==> config.mk <==
export PLATFORM = sky130hd
export DESIGN_NAME = escape_sequence_utf8_decoder
export DESIGN_NICKNAME = d
export VERILOG_FILES = /design/src/hdl/esud_pkg.sv /design/src/hdl/esud_front.sv /design/src/hdl/esud_queue.sv /design/src/hdl/esud_back.sv /design/src/hdl/escape_sequence_utf8_decoder.sv
export SDC_FILE = /design/constraint.sdc
export NUM_CORES = 1
export LEC_CHECK = 0
export BUFFER_PORTS_ARGS = -buffer_cell sky130_fd_sc_hd__buf_2
export CAP_MARGIN = 5
export CORE_MARGIN = 2
export CORE_UTILIZATION = 50
export DETAILED_ROUTE_END_ITERATION = 8
export PLACE_DENSITY_LB_ADDON = 0.05
export SYNTH_ARGS = -nofsm -noshare
export SYNTH_HDL_FRONTEND = slang
export SYNTH_SLANG_ARGS = --single-unit
==> constraint.sdc <==
create_clock -name clk_i -period 5.65 [get_ports clk_i]
set_input_delay 0.8475 -clock clk_i [delete_from_list [all_inputs] [get_ports clk_i]]
set_output_delay 0.8475 -clock clk_i [all_outputs]
set_load 0.1 [all_outputs]
==> src/hdl/esud_pkg.sv <==
// Shared types and constants for the escape sequence UTF-8 decoder.
`default_nettype none

package esud_pkg;

  localparam int unsigned QueueDepth = 4;
  localparam int unsigned QueuePtrW  = $clog2(QueueDepth);
  localparam int unsigned QueueCntW  = $clog2(QueueDepth + 1);

  localparam logic [2:0] StatOk         = 3'd0;
  localparam logic [2:0] StatUnknownEsc = 3'd1;
  localparam logic [2:0] StatShortHex   = 3'd2;
  localparam logic [2:0] StatNonAlnum   = 3'd3;
  localparam logic [2:0] StatDigitOverF = 3'd4;
  localparam logic [2:0] StatUnencodable = 3'd5;

  // One decoded input transaction: 0..4 bytes plus optional end marker.
  typedef struct packed {
    logic [3:0][7:0] bytes;
    logic [2:0]      cnt;
    logic [2:0]      status;
    logic            eos;
  } job_t;

endpackage : esud_pkg

`default_nettype wire

==> src/hdl/esud_front.sv <==
// Front end: escape and hex parsing, UTF-8 encoding, at most one job per transaction.
`default_nettype none

module esud_front
  import esud_pkg::*;
(
  input  wire logic       clk_i,
  input  wire logic       rst_ni,
  input  wire logic       in_valid_i,
  output logic            in_ready_o,
  input  wire logic [7:0] in_byte_i,
  input  wire logic       end_only_i,
  input  wire logic       last_item_i,
  input  wire logic       q_full_i,
  output logic            q_push_o,
  output job_t            q_job_o
);

  localparam logic [1:0] PhNormal = 2'd0;
  localparam logic [1:0] PhEscape = 2'd1;
  localparam logic [1:0] PhHex    = 2'd2;
  localparam logic [1:0] PhError  = 2'd3;

  logic [1:0]  phase_q, phase_d;
  logic [3:0]  hex_cnt_q, hex_cnt_d;
  logic        hex_wide_q, hex_wide_d;
  logic [31:0] acc_q, acc_d;
  logic [1:0]  bad_q, bad_d;
  logic [2:0]  err_q, err_d;

  logic        accept;
  logic        last;
  logic [7:0]  lc;
  logic        is_dig, is_alpha;
  logic [3:0]  dval;
  logic [31:0] cp;
  logic [3:0]  cnt_inc;
  logic [3:0]  need;
  logic [2:0]  status;
  job_t        job;

  assign in_ready_o = !q_full_i;
  assign accept     = in_valid_i && in_ready_o;
  assign last       = end_only_i || last_item_i;

  assign lc       = in_byte_i | 8'h20;
  assign is_dig   = (in_byte_i >= 8'h30) && (in_byte_i <= 8'h39);
  assign is_alpha = (lc >= 8'h61) && (lc <= 8'h7a);
  assign dval     = is_dig ? in_byte_i[3:0] : (is_alpha ? 4'(lc - 8'h57) : 4'h0);
  assign cp       = {acc_q[27:0], dval};
  assign cnt_inc  = hex_cnt_q + 4'd1;
  assign need     = hex_wide_q ? 4'd8 : 4'd4;

  always_comb begin
    phase_d    = phase_q;
    hex_cnt_d  = hex_cnt_q;
    hex_wide_d = hex_wide_q;
    acc_d      = acc_q;
    bad_d      = bad_q;
    err_d      = err_q;
    job        = '0;
    status     = StatOk;

    if (!end_only_i) begin
      unique case (phase_q)
        PhNormal: begin
          if (in_byte_i == 8'h5c) begin
            phase_d = PhEscape;
          end else begin
            job.bytes[0] = in_byte_i;
            job.cnt      = 3'd1;
          end
        end
        PhEscape: begin
          job.cnt = 3'd1;
          phase_d = PhNormal;
          unique case (in_byte_i) inside
            8'h61: job.bytes[0] = 8'h07;
            8'h62: job.bytes[0] = 8'h08;
            8'h66: job.bytes[0] = 8'h0c;
            8'h6e: job.bytes[0] = 8'h0a;
            8'h72: job.bytes[0] = 8'h0d;
            8'h74: job.bytes[0] = 8'h09;
            8'h76: job.bytes[0] = 8'h0b;
            8'h22: job.bytes[0] = 8'h22;
            8'h5c: job.bytes[0] = 8'h5c;
            8'h75, 8'h55: begin
              job.cnt    = 3'd0;
              phase_d    = PhHex;
              hex_wide_d = in_byte_i[5] == 1'b0;
              hex_cnt_d  = 4'd0;
              acc_d      = '0;
              bad_d      = 2'd0;
            end
            default: begin
              job.cnt = 3'd0;
              phase_d = PhError;
              err_d   = StatUnknownEsc;
            end
          endcase
        end
        PhHex: begin
          if (bad_q == 2'd0) begin
            if (!is_dig && !is_alpha) begin
              bad_d = 2'd1;
            end else if (is_alpha && lc > 8'h66) begin
              bad_d = 2'd2;
            end
          end
          acc_d     = cp;
          hex_cnt_d = cnt_inc;
          if (cnt_inc >= need) begin
            if (bad_d != 2'd0) begin
              phase_d = PhError;
              err_d   = {1'b0, bad_d} + 3'd2;
            end else if ((cp >= 32'h0000d800 && cp <= 32'h0000dfff) ||
                         cp > 32'h0010ffff) begin
              phase_d = PhError;
              err_d   = StatUnencodable;
            end else begin
              phase_d   = PhNormal;
              hex_cnt_d = 4'd0;
              acc_d     = '0;
              if (cp <= 32'h0000007f) begin
                job.cnt      = 3'd1;
                job.bytes[0] = cp[7:0];
              end else if (cp <= 32'h000007ff) begin
                job.cnt      = 3'd2;
                job.bytes[0] = {3'b110, cp[10:6]};
                job.bytes[1] = {2'b10, cp[5:0]};
              end else if (cp <= 32'h0000ffff) begin
                job.cnt      = 3'd3;
                job.bytes[0] = {4'b1110, cp[15:12]};
                job.bytes[1] = {2'b10, cp[11:6]};
                job.bytes[2] = {2'b10, cp[5:0]};
              end else begin
                job.cnt      = 3'd4;
                job.bytes[0] = {5'b11110, cp[20:18]};
                job.bytes[1] = {2'b10, cp[17:12]};
                job.bytes[2] = {2'b10, cp[11:6]};
                job.bytes[3] = {2'b10, cp[5:0]};
              end
            end
          end
        end
        default: begin
        end
      endcase
    end

    if (last) begin
      unique case (phase_d)
        PhError:  status = err_d;
        PhEscape: status = StatUnknownEsc;
        PhHex:    status = StatShortHex;
        default:  status = StatOk;
      endcase
      job.status = status;
      job.eos    = 1'b1;
      phase_d    = PhNormal;
      hex_cnt_d  = 4'd0;
      hex_wide_d = 1'b0;
      acc_d      = '0;
      bad_d      = 2'd0;
      err_d      = StatOk;
    end
  end

  assign q_push_o = accept && ((job.cnt != 3'd0) || last);
  assign q_job_o  = job;

  always_ff @(posedge clk_i or negedge rst_ni) begin
    if (!rst_ni) begin
      phase_q    <= PhNormal;
      hex_cnt_q  <= 4'd0;
      hex_wide_q <= 1'b0;
      acc_q      <= '0;
      bad_q      <= 2'd0;
      err_q      <= StatOk;
    end else if (accept) begin
      phase_q    <= phase_d;
      hex_cnt_q  <= hex_cnt_d;
      hex_wide_q <= hex_wide_d;
      acc_q      <= acc_d;
      bad_q      <= bad_d;
      err_q      <= err_d;
    end
  end

endmodule : esud_front

`default_nettype wire

==> src/hdl/esud_queue.sv <==
// Short job queue between front end and output serializer.
`default_nettype none

module esud_queue
  import esud_pkg::*;
(
  input  wire logic clk_i,
  input  wire logic rst_ni,
  input  wire logic push_i,
  input  wire job_t push_job_i,
  output logic      full_o,
  input  wire logic pop_i,
  output logic      empty_o,
  output job_t      head_o
);

  job_t                 mem_q [QueueDepth];
  logic [QueuePtrW-1:0] wr_ptr_q, rd_ptr_q;
  logic [QueueCntW-1:0] cnt_q;
  logic                 do_push, do_pop;

  assign full_o  = cnt_q == QueueCntW'(QueueDepth);
  assign empty_o = cnt_q == '0;
  assign do_push = push_i && !full_o;
  assign do_pop  = pop_i && !empty_o;
  assign head_o  = mem_q[rd_ptr_q];

  always_ff @(posedge clk_i) begin
    if (do_push) begin
      mem_q[wr_ptr_q] <= push_job_i;
    end
  end

  always_ff @(posedge clk_i or negedge rst_ni) begin
    if (!rst_ni) begin
      wr_ptr_q <= '0;
      rd_ptr_q <= '0;
      cnt_q    <= '0;
    end else begin
      if (do_push) begin
        wr_ptr_q <= wr_ptr_q + QueuePtrW'(1);
      end
      if (do_pop) begin
        rd_ptr_q <= rd_ptr_q + QueuePtrW'(1);
      end
      if (do_push && !do_pop) begin
        cnt_q <= cnt_q + QueueCntW'(1);
      end else if (do_pop && !do_push) begin
        cnt_q <= cnt_q - QueueCntW'(1);
      end
    end
  end

endmodule : esud_queue

`default_nettype wire

==> src/hdl/esud_back.sv <==
// Back end: serializes each queued job into one result transaction per byte, or one byte-less end transaction.
`default_nettype none

module esud_back
  import esud_pkg::*;
(
  input  wire logic  clk_i,
  input  wire logic  rst_ni,
  input  wire logic  empty_i,
  input  wire job_t  head_i,
  output logic       pop_o,
  output logic       out_valid_o,
  input  wire logic  out_ready_i,
  output logic [7:0] out_byte_o,
  output logic       byte_valid_o,
  output logic [2:0] status_o,
  output logic       eos_o
);

  logic [1:0] idx_q;
  logic [1:0] last_idx;
  logic       is_last;
  logic       fire;

  assign last_idx     = (head_i.cnt == 3'd0) ? 2'd0 : 2'(head_i.cnt - 3'd1);
  assign is_last      = idx_q == last_idx;
  assign out_valid_o  = !empty_i;
  assign fire         = out_valid_o && out_ready_i;
  assign pop_o        = fire && is_last;

  assign byte_valid_o = head_i.cnt != 3'd0;
  assign out_byte_o   = byte_valid_o ? head_i.bytes[idx_q] : 8'h00;
  assign eos_o        = is_last && head_i.eos;
  assign status_o     = eos_o ? head_i.status : StatOk;

  always_ff @(posedge clk_i or negedge rst_ni) begin
    if (!rst_ni) begin
      idx_q <= 2'd0;
    end else if (fire) begin
      idx_q <= is_last ? 2'd0 : idx_q + 2'd1;
    end
  end

endmodule : esud_back

`default_nettype wire

==> src/hdl/escape_sequence_utf8_decoder.sv <==
// Top level of the string unescaper with UTF-8 encoding of \u and \U escapes.
//
// Input stream: one raw string-body byte per transaction on s_axis. tlast ends
// the string after the byte; tuser marks an end-only transaction whose byte
// is ignored.
// Output stream: one decoded byte per transaction on m_axis. tuser says the
// byte is present; tlast marks the final transaction of a string, and then
// tdata[10:8] carries the status (0 ok, 1..5 error). On an error, downstream
// drops the bytes of that string already delivered.
// Each input's job is written into the registered job queue and read from its head.
// Throughput: one input per cycle while the job queue (4 entries) has room;
// the output side moves one byte per cycle while m_axis is ready, so a code
// point that encodes to k bytes occupies the output for k transfers and
// backpressures input only once the queue fills.
// Reset clears the parse state and empties the queue. When m_axis stalls,
// the front end keeps accepting until the queue is full.
`default_nettype none

module escape_sequence_utf8_decoder
  import esud_pkg::*;
(
  input  wire logic        clk_i,
  input  wire logic        rst_ni,
  input  wire logic        s_axis_tvalid,
  output logic             s_axis_tready,
  input  wire logic [7:0]  s_axis_tdata,  // [7:0] in_byte
  input  wire logic        s_axis_tuser,  // [0] end_only
  input  wire logic        s_axis_tlast,  // last_item
  output logic             m_axis_tvalid,
  input  wire logic        m_axis_tready,
  output logic [15:0]      m_axis_tdata,  // [7:0] out_byte, [10:8] status
  output logic             m_axis_tuser,  // [0] byte_valid
  output logic             m_axis_tlast   // end_of_string
);

  logic       q_full, q_empty, q_push, q_pop;
  job_t       push_job, head_job;
  logic [7:0] out_byte;
  logic [2:0] status;

  esud_front u_front (
    .clk_i       (clk_i),
    .rst_ni      (rst_ni),
    .in_valid_i  (s_axis_tvalid),
    .in_ready_o  (s_axis_tready),
    .in_byte_i   (s_axis_tdata),
    .end_only_i  (s_axis_tuser),
    .last_item_i (s_axis_tlast),
    .q_full_i    (q_full),
    .q_push_o    (q_push),
    .q_job_o     (push_job)
  );

  esud_queue u_queue (
    .clk_i      (clk_i),
    .rst_ni     (rst_ni),
    .push_i     (q_push),
    .push_job_i (push_job),
    .full_o     (q_full),
    .pop_i      (q_pop),
    .empty_o    (q_empty),
    .head_o     (head_job)
  );

  esud_back u_back (
    .clk_i        (clk_i),
    .rst_ni       (rst_ni),
    .empty_i      (q_empty),
    .head_i       (head_job),
    .pop_o        (q_pop),
    .out_valid_o  (m_axis_tvalid),
    .out_ready_i  (m_axis_tready),
    .out_byte_o   (out_byte),
    .byte_valid_o (m_axis_tuser),
    .status_o     (status),
    .eos_o        (m_axis_tlast)
  );

  assign m_axis_tdata = {5'b0, status, out_byte};

endmodule : escape_sequence_utf8_decoder

`default_nettype wire

==> flow_metrics.env, run 1 <==
export IMPL_powerDensity_nw_per_um2=489
export IMPL_die_area_um2=19500
export IMPL_h_tree_depth=4
export IMPL_num_rows=49
export IMPL_setup_tns_ns=0
export IMPL_clock_sinks=193
export IMPL_path_max_fanout=8
export IMPL_yosysSeqAreaShare_pct=60.3
export IMPL_grt_first_pass_wirelength_mm=32.5
export IMPL_die_h_um=140
export IMPL_clockRootBuffer="clkbuf_16"
export IMPL_skew_ns=0.0187
export IMPL_worstPathCellList="buf_2 -> inv_1 -> ha_1 -> o21bai_1 -> a2111oi_2 -> a31oi_1 -> nor3_2 -> a211oi_2 -> o31ai_4 -> ha_1 -> inv_1 -> fa_1 -> xor2_1 -> nor2_1 -> xor2_1"
export IMPL_drtIter0Drc=419
export IMPL_netlist_instances=654
export IMPL_hp_class="register to register"
export IMPL_drt_wl_total_mm=20.9
export IMPL_ys_warn_count=0
export IMPL_dp_slack_ns=0.980
export IMPL_synth_edf_count=144
export IMPL_wl_per_cell_um=22.7
export IMPL_diodes=0
export IMPL_status="complete, no violations"
export IMPL_syn_area_um2=9200
export IMPL_antenna_found_initial=0
export IMPL_cts_buffers=17
export IMPL_synth_seq_cells=193
export IMPL_timing_final_crit_share_pct=76.4
export IMPL_arrival_ns=4.67
export IMPL_ctsResizeCount=0
export IMPL_cp_end_kind="register"
export IMPL_clk_latency_ns=0.44
export IMPL_drcViolationCount=0
export IMPL_max_cap_viol_count=0
export IMPL_post_cts_buffers=0
export IMPL_min_period_ns=4.32
export IMPL_final_hold_violation_count=0
export IMPL_overflow=0
export IMPL_layout_nets=710
export IMPL_layout_common_cells="144 x edfxtp_1, 48 x dfrtp_1, 47 x nor2_1"
export IMPL_antenna_left=0
export IMPL_slowest_delay_ns=0.65
export IMPL_leakage_uw=0.00377
export IMPL_grt_max_degree=50
export IMPL_path_clk_slew_ns=0.07
export IMPL_dp_hpwl_mm=14.1
export IMPL_vias=5702
export IMPL_final_core_util_pct=56.4
export IMPL_crit_type="primary input to register"
export IMPL_final_cells=920
export IMPL_required_ns=6.00
export IMPL_setup_ws_ns=1.33
export IMPL_clockBufferDepth=2
export IMPL_hold_ws_ns=0.502
export IMPL_worstMarginPinSlew_ns=1.05
export IMPL_setup_viol=0
export IMPL_core_area_um2=18000
export IMPL_grtUsageTotal_pct=22.1
export IMPL_drtPass1Iterations=6
export IMPL_postCtsHoldBufs=0
export IMPL_grt_pass1_vias=5680
export IMPL_rsz0062_at_grt="false"
export IMPL_via_per_inst=6.20
export IMPL_n_fill_cell=1488
export IMPL_relSlewSlack_pct=29.4
export IMPL_yosysUniqueCellTypes=77
export IMPL_die_x_um=140
export IMPL_slew_viol_final=0
export IMPL_start_util_pct=51.1
export IMPL_cts_tree="done"
export IMPL_dp_cells=888
export IMPL_critical_path_slowest_cell="a2111oi_2"
export IMPL_syn_avg_cell_area_um2=14.1
export IMPL_fmax_mhz=232
export IMPL_drive_gt1_share_pct=20.7
export IMPL_area_delta_synth_final_pct=10.5
export IMPL_pin_count=34
export IMPL_gp_congestion=0.859
export IMPL_port_buffers=28
export IMPL_start_kind="primary input"
export IMPL_max_vdd_ir_drop_uv=763
export IMPL_synth_flop_cell="edfxtp_1"
export IMPL_layout_commonest_cell="edfxtp_1"
export IMPL_ys_async_sr_fraction_pct=25.4
export IMPL_rrSetupSlack_ns=1.67
## critical path: cells and delay by family
family / cells / cell delay [ns]
xor+xnor: 2 / 0.35
buf+inv: 3 / 0.32
compound gates: 5 / 1.55
simple gates: 2 / 0.66
fa+ha+maj: 3 / 0.93
## registers in the layout, indices dropped and copies added, names as in the netlist
register and count:
u_front.hex_wide_q 1, u_front.phase_q 2, u_queue.cnt_q 3, u_front.err_q 3, u_front.hex_cnt_q 4, u_back.idx_q 2, u_queue.wr_ptr_q 2, u_queue.rd_ptr_q 2
u_front.bad_q 2, u_queue.mem_q 144, u_front.acc_q 28
## logic make-up after synthesis
group                      synth area share, %
buffers and inverters                     3.03
adders and majority gates                 2.53
muxes                                     11.0
DFF                                       60.3
xor gates and xnor gates                 0.856
and+or+nand+nor                           10.4
AOI/OAI and AO/OA                         11.9
other                                   0.0407
## path summary, 6_finish.rpt
check	startpoint	end	depth (start not counted)
worst max-delay path	s_axis_tdata[0]	u_queue.cnt_q[2]	15
worst min-delay path	u_front.acc_q[26]	u_front.acc_q[26]	1
worst max register to register	u_front.hex_cnt_q[0]	u_queue.cnt_q[2]	15
worst min register to register	u_front.acc_q[26]	u_front.acc_q[26]	1
max in group asynchronous	rst_ni	u_queue.rd_ptr_q[0]	2
min in group asynchronous	rst_ni	u_front.acc_q[24]	2
## synth_stat cells (all sizes together), types with 6 or more instances
master / number / share of area [%]
a21oi: 34 / 2.0
a22o: 31 / 2.9
a31oi: 9 / 0.61
and2: 10 / 0.68
buf: 14 / 0.95
clkbuf: 25 / 1.1
dfrtp: 49 / 13
edfxtp: 144 / 47
ha: 17 / 2.3
inv: 25 / 1.0
mux4: 43 / 11
nand2: 24 / 0.98
nand2b: 8 / 0.54
nand3: 15 / 0.87
nor2: 48 / 2.0
nor2b: 14 / 0.95
nor3: 15 / 1.0
nor4: 6 / 0.54
o21ai: 24 / 1.3
or3: 7 / 0.48
or4: 7 / 0.69
## layout make-up
cell class              instances  area, um2  share of cell area [%]
clock inverters                13        168                    1.65
flip-flops and latches        193       5550                    54.6
clock buffers                  19        443                    4.36
repair buffers                 40        230                    2.26
well taps                     229        287                    2.82
inverters                      25       93.8                   0.923
multi-input cells             401       3400                    33.4
## through the flow
| stage | total power, uW | cell area, um2 |
|---|---|---|
| finish | 4970 | 10200 |
| global route | 5180 | 10200 |
| CTS | 5040 | 10200 |
| detailed placement | 3810 | 9560 |
| global placement | 3780 | 9560 |
| floorplan | 3420 | 9220 |
## where the power goes
part	switching (uW)	leakage [uW]	internal [uW]
clock network	549	0.000296	683
logic	1220	0.00143	580
registers	146	0.00204	1790
## metal layers
layer	share of wire [%]	track usage, %
met2	49	35.5
met1	43	30.4
met3	5.2	4.16
met5	0	0
met4	2.3	8.00
Note: power is estimated with default switching activity, not from simulation.
==> run 2: changes to the inputs <==
clock period = 4.1 ns   (was 5.65 ns; I/O delays follow)
==> flow_metrics.env, run 2 (synthesis results as in run 1) <==
export IMPL_status="complete, no violations"
export IMPL_skew_ns=0.00938
export IMPL_path_max_fanout=22
export IMPL_layout_nets=721
export IMPL_clock_sinks=193
export IMPL_area_delta_synth_final_pct=11.4
export IMPL_crit_type="register to register"
export IMPL_rrSetupSlack_ns=0.54
export IMPL_power_frac_comb_pct=37.9
export IMPL_die_h_um=140
export IMPL_power_frac_seq_pct=39.2
export IMPL_via_per_inst=6.25
export IMPL_gp_congestion=0.885
export IMPL_drt_wl_total_mm=20.8
export IMPL_max_cap_viol_count=0
export IMPL_rsz0062_at_grt="false"
export IMPL_clockBufferDepth=2
export IMPL_layout_common_cells="144 x edfxtp_1, 48 x dfrtp_1, 47 x nor2_1"
export IMPL_ff_latch_area_um2=5550
export IMPL_grtUsageTotal_pct=22.2
export IMPL_start_kind="register"
export IMPL_r2r_end="u_queue.cnt_q[2]"
export IMPL_relSlewSlack_pct=46.7
export IMPL_slew_viol_final=0
export IMPL_path_clk_slew_ns=0.07
export IMPL_hp_class="primary input to asynchronous set/reset pin"
export IMPL_drtIter0Drc=417
export IMPL_worstMarginPinSlew_ns=0.800
export IMPL_multi_input_area_um2=3400
export IMPL_setup_tns_ns=0
export IMPL_grt_pass1_vias=5792
export IMPL_wl_per_cell_um=22.3
export IMPL_setup_viol=0
export IMPL_cts_buffers=17
export IMPL_drive_gt1_share_pct=21.8
export IMPL_die_area_um2=19500
export IMPL_dp_hpwl_mm=14.2
export IMPL_grt_max_degree=37
export IMPL_vias=5822
export IMPL_cts_tree="done"
export IMPL_max_vdd_ir_drop_uv=948
export IMPL_internal_power_uw=4120
export IMPL_reg_top3="u_queue.mem_q (144), u_front.acc_q (28), u_front.hex_cnt_q (4)"
export IMPL_clockRootBuffer="clkbuf_16"
export IMPL_leakage_uw=0.00380
export IMPL_diodes=0
export IMPL_core_area_um2=18000
export IMPL_overflow=0
export IMPL_final_hold_violation_count=0
export IMPL_p_clk_share_pct=22.9
export IMPL_min_period_ns=3.56
export IMPL_h_tree_depth=4
export IMPL_pin_count=34
export IMPL_antenna_left=0
export IMPL_post_cts_buffers=0
export IMPL_antenna_found_initial=0
export IMPL_layout_commonest_cell="edfxtp_1"
export IMPL_die_x_um=140
export IMPL_required_ns=4.46
export IMPL_powerDensity_nw_per_um2=659
export IMPL_drcViolationCount=0
export IMPL_regMostFlops="u_queue.mem_q"
export IMPL_fmax_mhz=281
export IMPL_start_util_pct=51.1
export IMPL_rr_worst_depth=11
export IMPL_timing_final_crit_share_pct=86.9
export IMPL_port_buffers=28
export IMPL_n_fill_cell=1452
export IMPL_clk_latency_ns=0.43
export IMPL_grt_first_pass_wirelength_mm=33.0
export IMPL_cp_end_kind="register"
export IMPL_arrival_ns=3.92
export IMPL_largest_reg_flops=144
export IMPL_final_core_util_pct=56.9
export IMPL_ctsResizeCount=0
export IMPL_drtPass1Iterations=6
export IMPL_p_sw_uw=2640
export IMPL_swShare_pct=39.1
export IMPL_postCtsHoldBufs=0
export IMPL_num_rows=49
export IMPL_r2r_start="u_front.acc_q[26]"
==> run 2: changes by cell type in the layout (fill, tap and decap cells not counted), sizes merged <==
| cell | delta |
|---|---|
| clkbuf | -1 |
| inv | -1 |
| bufinv | -2 |
| clkinv | +3 |
| buf | +11 |
| clkinvlp | +1 |
==> run 2: power by group through the flow <==
stage	clock [uW]	combinational, uW	sequential (uW)
finish	1550	2560	2650
floorplan	0	2140	2580
CTS	1580	2610	2660
detailed placement	0	2610	2700
global route	1660	2720	2690
global placement	0	2600	2680
==> run 2: area by class of cell <==
type	instances	area share, %
Multi-Input combinational cell	401	33.2
Clock buffer	18	4.19
Clock inverter	14	1.22
Sequential cell	193	54.1
Tap cell	229	2.79
Inverter	25	0.915
Timing Repair Buffer	51	3.54
==> run 2: critical path, cell delays in order, from the launching register on <==
cell	delay, ns
dfrtp_1	0.37
or4_1	0.61
or4_4	0.70
a21oi_1	0.23
a211oi_2	0.13
o31ai_4	0.31
ha_1	0.24
inv_1	0.06
fa_1	0.37
xor2_1	0.17
nor2_1	0.12
xor2_1	0.15
==> run 2: layer usage <==
layer  track usage [%]  vias up  wire (um)
li1                  -     2611          -
met1              31.5     2977       9310
met2              35.7      201      10100
met3              3.61       33        970
met4              6.63        0        433
met5                 0        -          0
==> run 2: worst max path at each step <==
stage,to,startpoint
after global routing,m_axis_tdata[8],u_queue.rd_ptr_q[0]
after global placement,u_queue.cnt_q[2],s_axis_tdata[0]
final,u_queue.cnt_q[2],u_front.acc_q[26]
after floorplan,u_queue.mem_q[2][0],s_axis_tdata[0]
after detailed placement,u_queue.cnt_q[2],s_axis_tdata[0]
after CTS,m_axis_tdata[8],u_queue.rd_ptr_q[0]
==> run 2: through the flow <==
stage               std cells  power [uW]  setup WS [ns]  area, um2  hold WS [ns]
finish                    931        6760          0.536      10300         0.263
global route              931        7070          0.333      10300         0.312
CTS                       931        6850          0.498      10300         0.293
detailed placement        899        5310          0.365       9700         0.483
global placement          899        5280          0.429       9700         0.467
floorplan                 658        4730          0.180       9230         0.319
==> run 3: changes to the inputs <==
ABC_AREA = 1   (was default)
==> flow_metrics.env, run 3 <==
export IMPL_synth_edf_count=144
export IMPL_path_buf_inv=3
export IMPL_synthTopCellsByCount="144 x edfxtp_1, 140 x nand2_1, 133 x nor2_1"
export IMPL_setup_viol=0
export IMPL_path_clk_slew_ns=0.07
export IMPL_hp_class="primary input to asynchronous set/reset pin"
export IMPL_grt_max_degree=50
export IMPL_pin_count=34
export IMPL_ctsResizeCount=0
export IMPL_largest_reg_flops=144
export IMPL_path_max_fanout=32
export IMPL_r2r_start="u_front.hex_cnt_q[0]"
export IMPL_yosysUniqueCellTypes=48
export IMPL_synth_top_cell_by_area="edfxtp_1"
export IMPL_skew_ns=0.0110
export IMPL_antenna_left=0
export IMPL_die_h_um=141
export IMPL_start_kind="register"
export IMPL_layout_nets=1000
export IMPL_reg_top3="u_queue.mem_q (144), u_front.acc_q (28), u_front.hex_cnt_q (4)"
export IMPL_drive_gt1_share_pct=11.1
export IMPL_drtPass1Iterations=5
export IMPL_fmax_mhz=287
export IMPL_gr_usage_met2_pct=38.9
export IMPL_synthTopCellsByArea="edfxtp_1 46%, dfrtp_1 13%, nand2_1 5.6%"
export IMPL_regMostFlops="u_queue.mem_q"
export IMPL_die_area_um2=19800
export IMPL_dp_slack_ns=0.613
export IMPL_core_area_um2=18100
export IMPL_path_depth=13
export IMPL_num_rows=49
export IMPL_start_util_pct=51.4
export IMPL_grt_first_pass_wirelength_mm=36.5
export IMPL_netlist_instances=942
export IMPL_slew_viol_final=0
export IMPL_grtUsageTotal_pct=24.0
export IMPL_rsz0062_at_grt="false"
export IMPL_antenna_found_initial=0
export IMPL_max_vdd_ir_drop_uv=507
export IMPL_powerDensity_nw_per_um2=689
export IMPL_synth_seq_cells=193
export IMPL_drcViolationCount=0
export IMPL_yosysSeqAreaShare_pct=59.5
export IMPL_port_buffers=28
export IMPL_rr_worst_depth=18
export IMPL_clock_sinks=193
export IMPL_crit_type="register to output pin"
export IMPL_relSlewSlack_pct=39.6
export IMPL_slowest_delay_ns=0.71
export IMPL_ys_warn_count=0
export IMPL_crit_top_cell="nand2_1"
export IMPL_min_period_ns=3.48
export IMPL_clockRootBuffer="clkbuf_16"
export IMPL_syn_avg_cell_area_um2=9.91
export IMPL_grt_use_met3_pct=4.48
export IMPL_leakage_uw=0.00412
export IMPL_layout_commonest_cell="edfxtp_1"
export IMPL_via_per_inst=5.76
export IMPL_clk_latency_ns=0.42
export IMPL_diodes=0
export IMPL_drt_wl_total_mm=23.0
export IMPL_synth_top_area_share_pct=46.3
export IMPL_cts_buffers=17
export IMPL_final_hold_violation_count=0
export IMPL_grt_busiest_layer="met2"
export IMPL_post_cts_buffers=0
export IMPL_overflow=0
export IMPL_drtIter0Drc=530
export IMPL_n_fill_cell=1587
export IMPL_cp_end_kind="output pin"
export IMPL_required_ns=3.48
export IMPL_clockBufferDepth=2
export IMPL_timing_final_crit_share_pct=84.9
export IMPL_arrival_ns=2.87
export IMPL_syn_area_um2=9330
export IMPL_setup_ws_ns=0.619
export IMPL_wl_per_cell_um=19.0
export IMPL_area_delta_synth_final_pct=11.5
export IMPL_layout_common_cells="144 x edfxtp_1, 140 x nand2_1, 129 x nor2_1"
export IMPL_synth_flop_cell="edfxtp_1"
export IMPL_die_x_um=141
export IMPL_post_synth_top_count_cell="edfxtp_1"
export IMPL_cts_tree="done"
export IMPL_worstMarginPinSlew_ns=0.904
export IMPL_postCtsHoldBufs=0
export IMPL_power_total_uw=7180
export IMPL_r2r_end="u_queue.cnt_q[1]"
export IMPL_status="complete, no violations"
export IMPL_vias=6964
export IMPL_max_cap_viol_count=0
export IMPL_worstPathCellList="inv_2 -> nand2_1 -> nand3_1 -> nand2_1 -> nand2_1 -> or2_1 -> nand2_1 -> xor2_1 -> nand2_1 -> inv_1 -> nand2_1 -> a21oi_1 -> buf_12"
export IMPL_h_tree_depth=4
export IMPL_gp_congestion=0.914
export IMPL_met1_usage_pct=33.0
export IMPL_dp_hpwl_mm=15.7
export IMPL_ys_async_sr_fraction_pct=25.4
export IMPL_critical_path_slowest_cell="dfrtp_2"
export IMPL_grt_pass1_vias=6831
export IMPL_cp_top_family="simple AND/OR/NAND/NOR gates"
export IMPL_rrSetupSlack_ns=0.65
[run 3: kinds of logic (layout without fill, tap and decap cells)]
kind of cell	after synthesis	in the layout	synth area share, %
and+or+nand+nor	348	348	16.4
AOI/OAI and AO/OA	230	230	14.7
other	1	5	0.0402
xor gates and xnor gates	8	8	0.751
adders and majority gates	18	18	2.49
DFF	193	193	59.5
buffers and inverters	144	179	6.19
[run 3: final cells by class]
| class | instances | area [um2] | area share [%] |
|---|---|---|---|
| tap | 229 | 287 | 2.75 |
| multi-input combinational | 609 | 3260 | 31.3 |
| clock inverter | 13 | 114 | 1.09 |
| clock buffer | 19 | 443 | 4.26 |
| inverter | 103 | 387 | 3.71 |
| timing repair buffer | 44 | 370 | 3.56 |
| sequential | 193 | 5550 | 53.3 |
[run 3: through the flow]
stage	setup TNS [ns]	cell area (um2)	utilization [%]	hold WS (ns)	std cells
2_1_floorplan	-0.230	9350	-	0.319	946
6_report	0	10400	57.3	0.304	1210
3_3_place_gp	0	9850	54.3	0.476	1178
3_5_place_dp	0	9850	54.3	0.484	1178
4_1_cts	0	10400	57.3	0.320	1210
5_1_grt	0	10400	57.3	0.348	1210
[run 3: metal layers]
metal	share of wire (%)	vias up	wire [um]
li1	-	3326	-
met1	45	3403	10300
met2	48	203	11100
met3	5.1	32	1180
met4	1.7	0	401
met5	0	-	0
[run 3: worst register-to-register path, stage by stage, from the launching register on]
cell and delay (ns):
dfrtp_1 0.43, nand3_1 0.10, xor2_1 0.20, ha_1 0.28
inv_1 0.06, o21ai_0 0.07, a31oi_1 0.45, inv_1 0.29
nand4_1 0.19, nor2_1 0.05, nor2_1 0.10, nand2_1 0.11
nand2_1 0.09, inv_1 0.05, ha_1 0.18, inv_1 0.11
fa_1 0.43, nor2_1 0.10, a21oi_1 0.05
[run 3: worst max path at each step]
stage / from / end / slack, ns
6_report: u_queue.rd_ptr_q[0] / m_axis_tdata[8] / 0.62
5_1_grt: u_front.hex_cnt_q[0] / u_queue.cnt_q[1] / 0.38
4_1_cts: u_queue.rd_ptr_q[0] / m_axis_tdata[9] / 0.60
3_5_place_dp: s_axis_tdata[0] / u_queue.cnt_q[2] / 0.61
3_3_place_gp: s_axis_tdata[0] / u_queue.cnt_q[2] / 0.68
2_1_floorplan: u_queue.rd_ptr_q[0] / m_axis_tdata[10] / -0.08
[run 3: report_power, final]
| part | switching [uW] | internal [uW] |
|---|---|---|
| clock network | 698 | 854 |
| registers | 170 | 2420 |
| logic | 2290 | 738 |
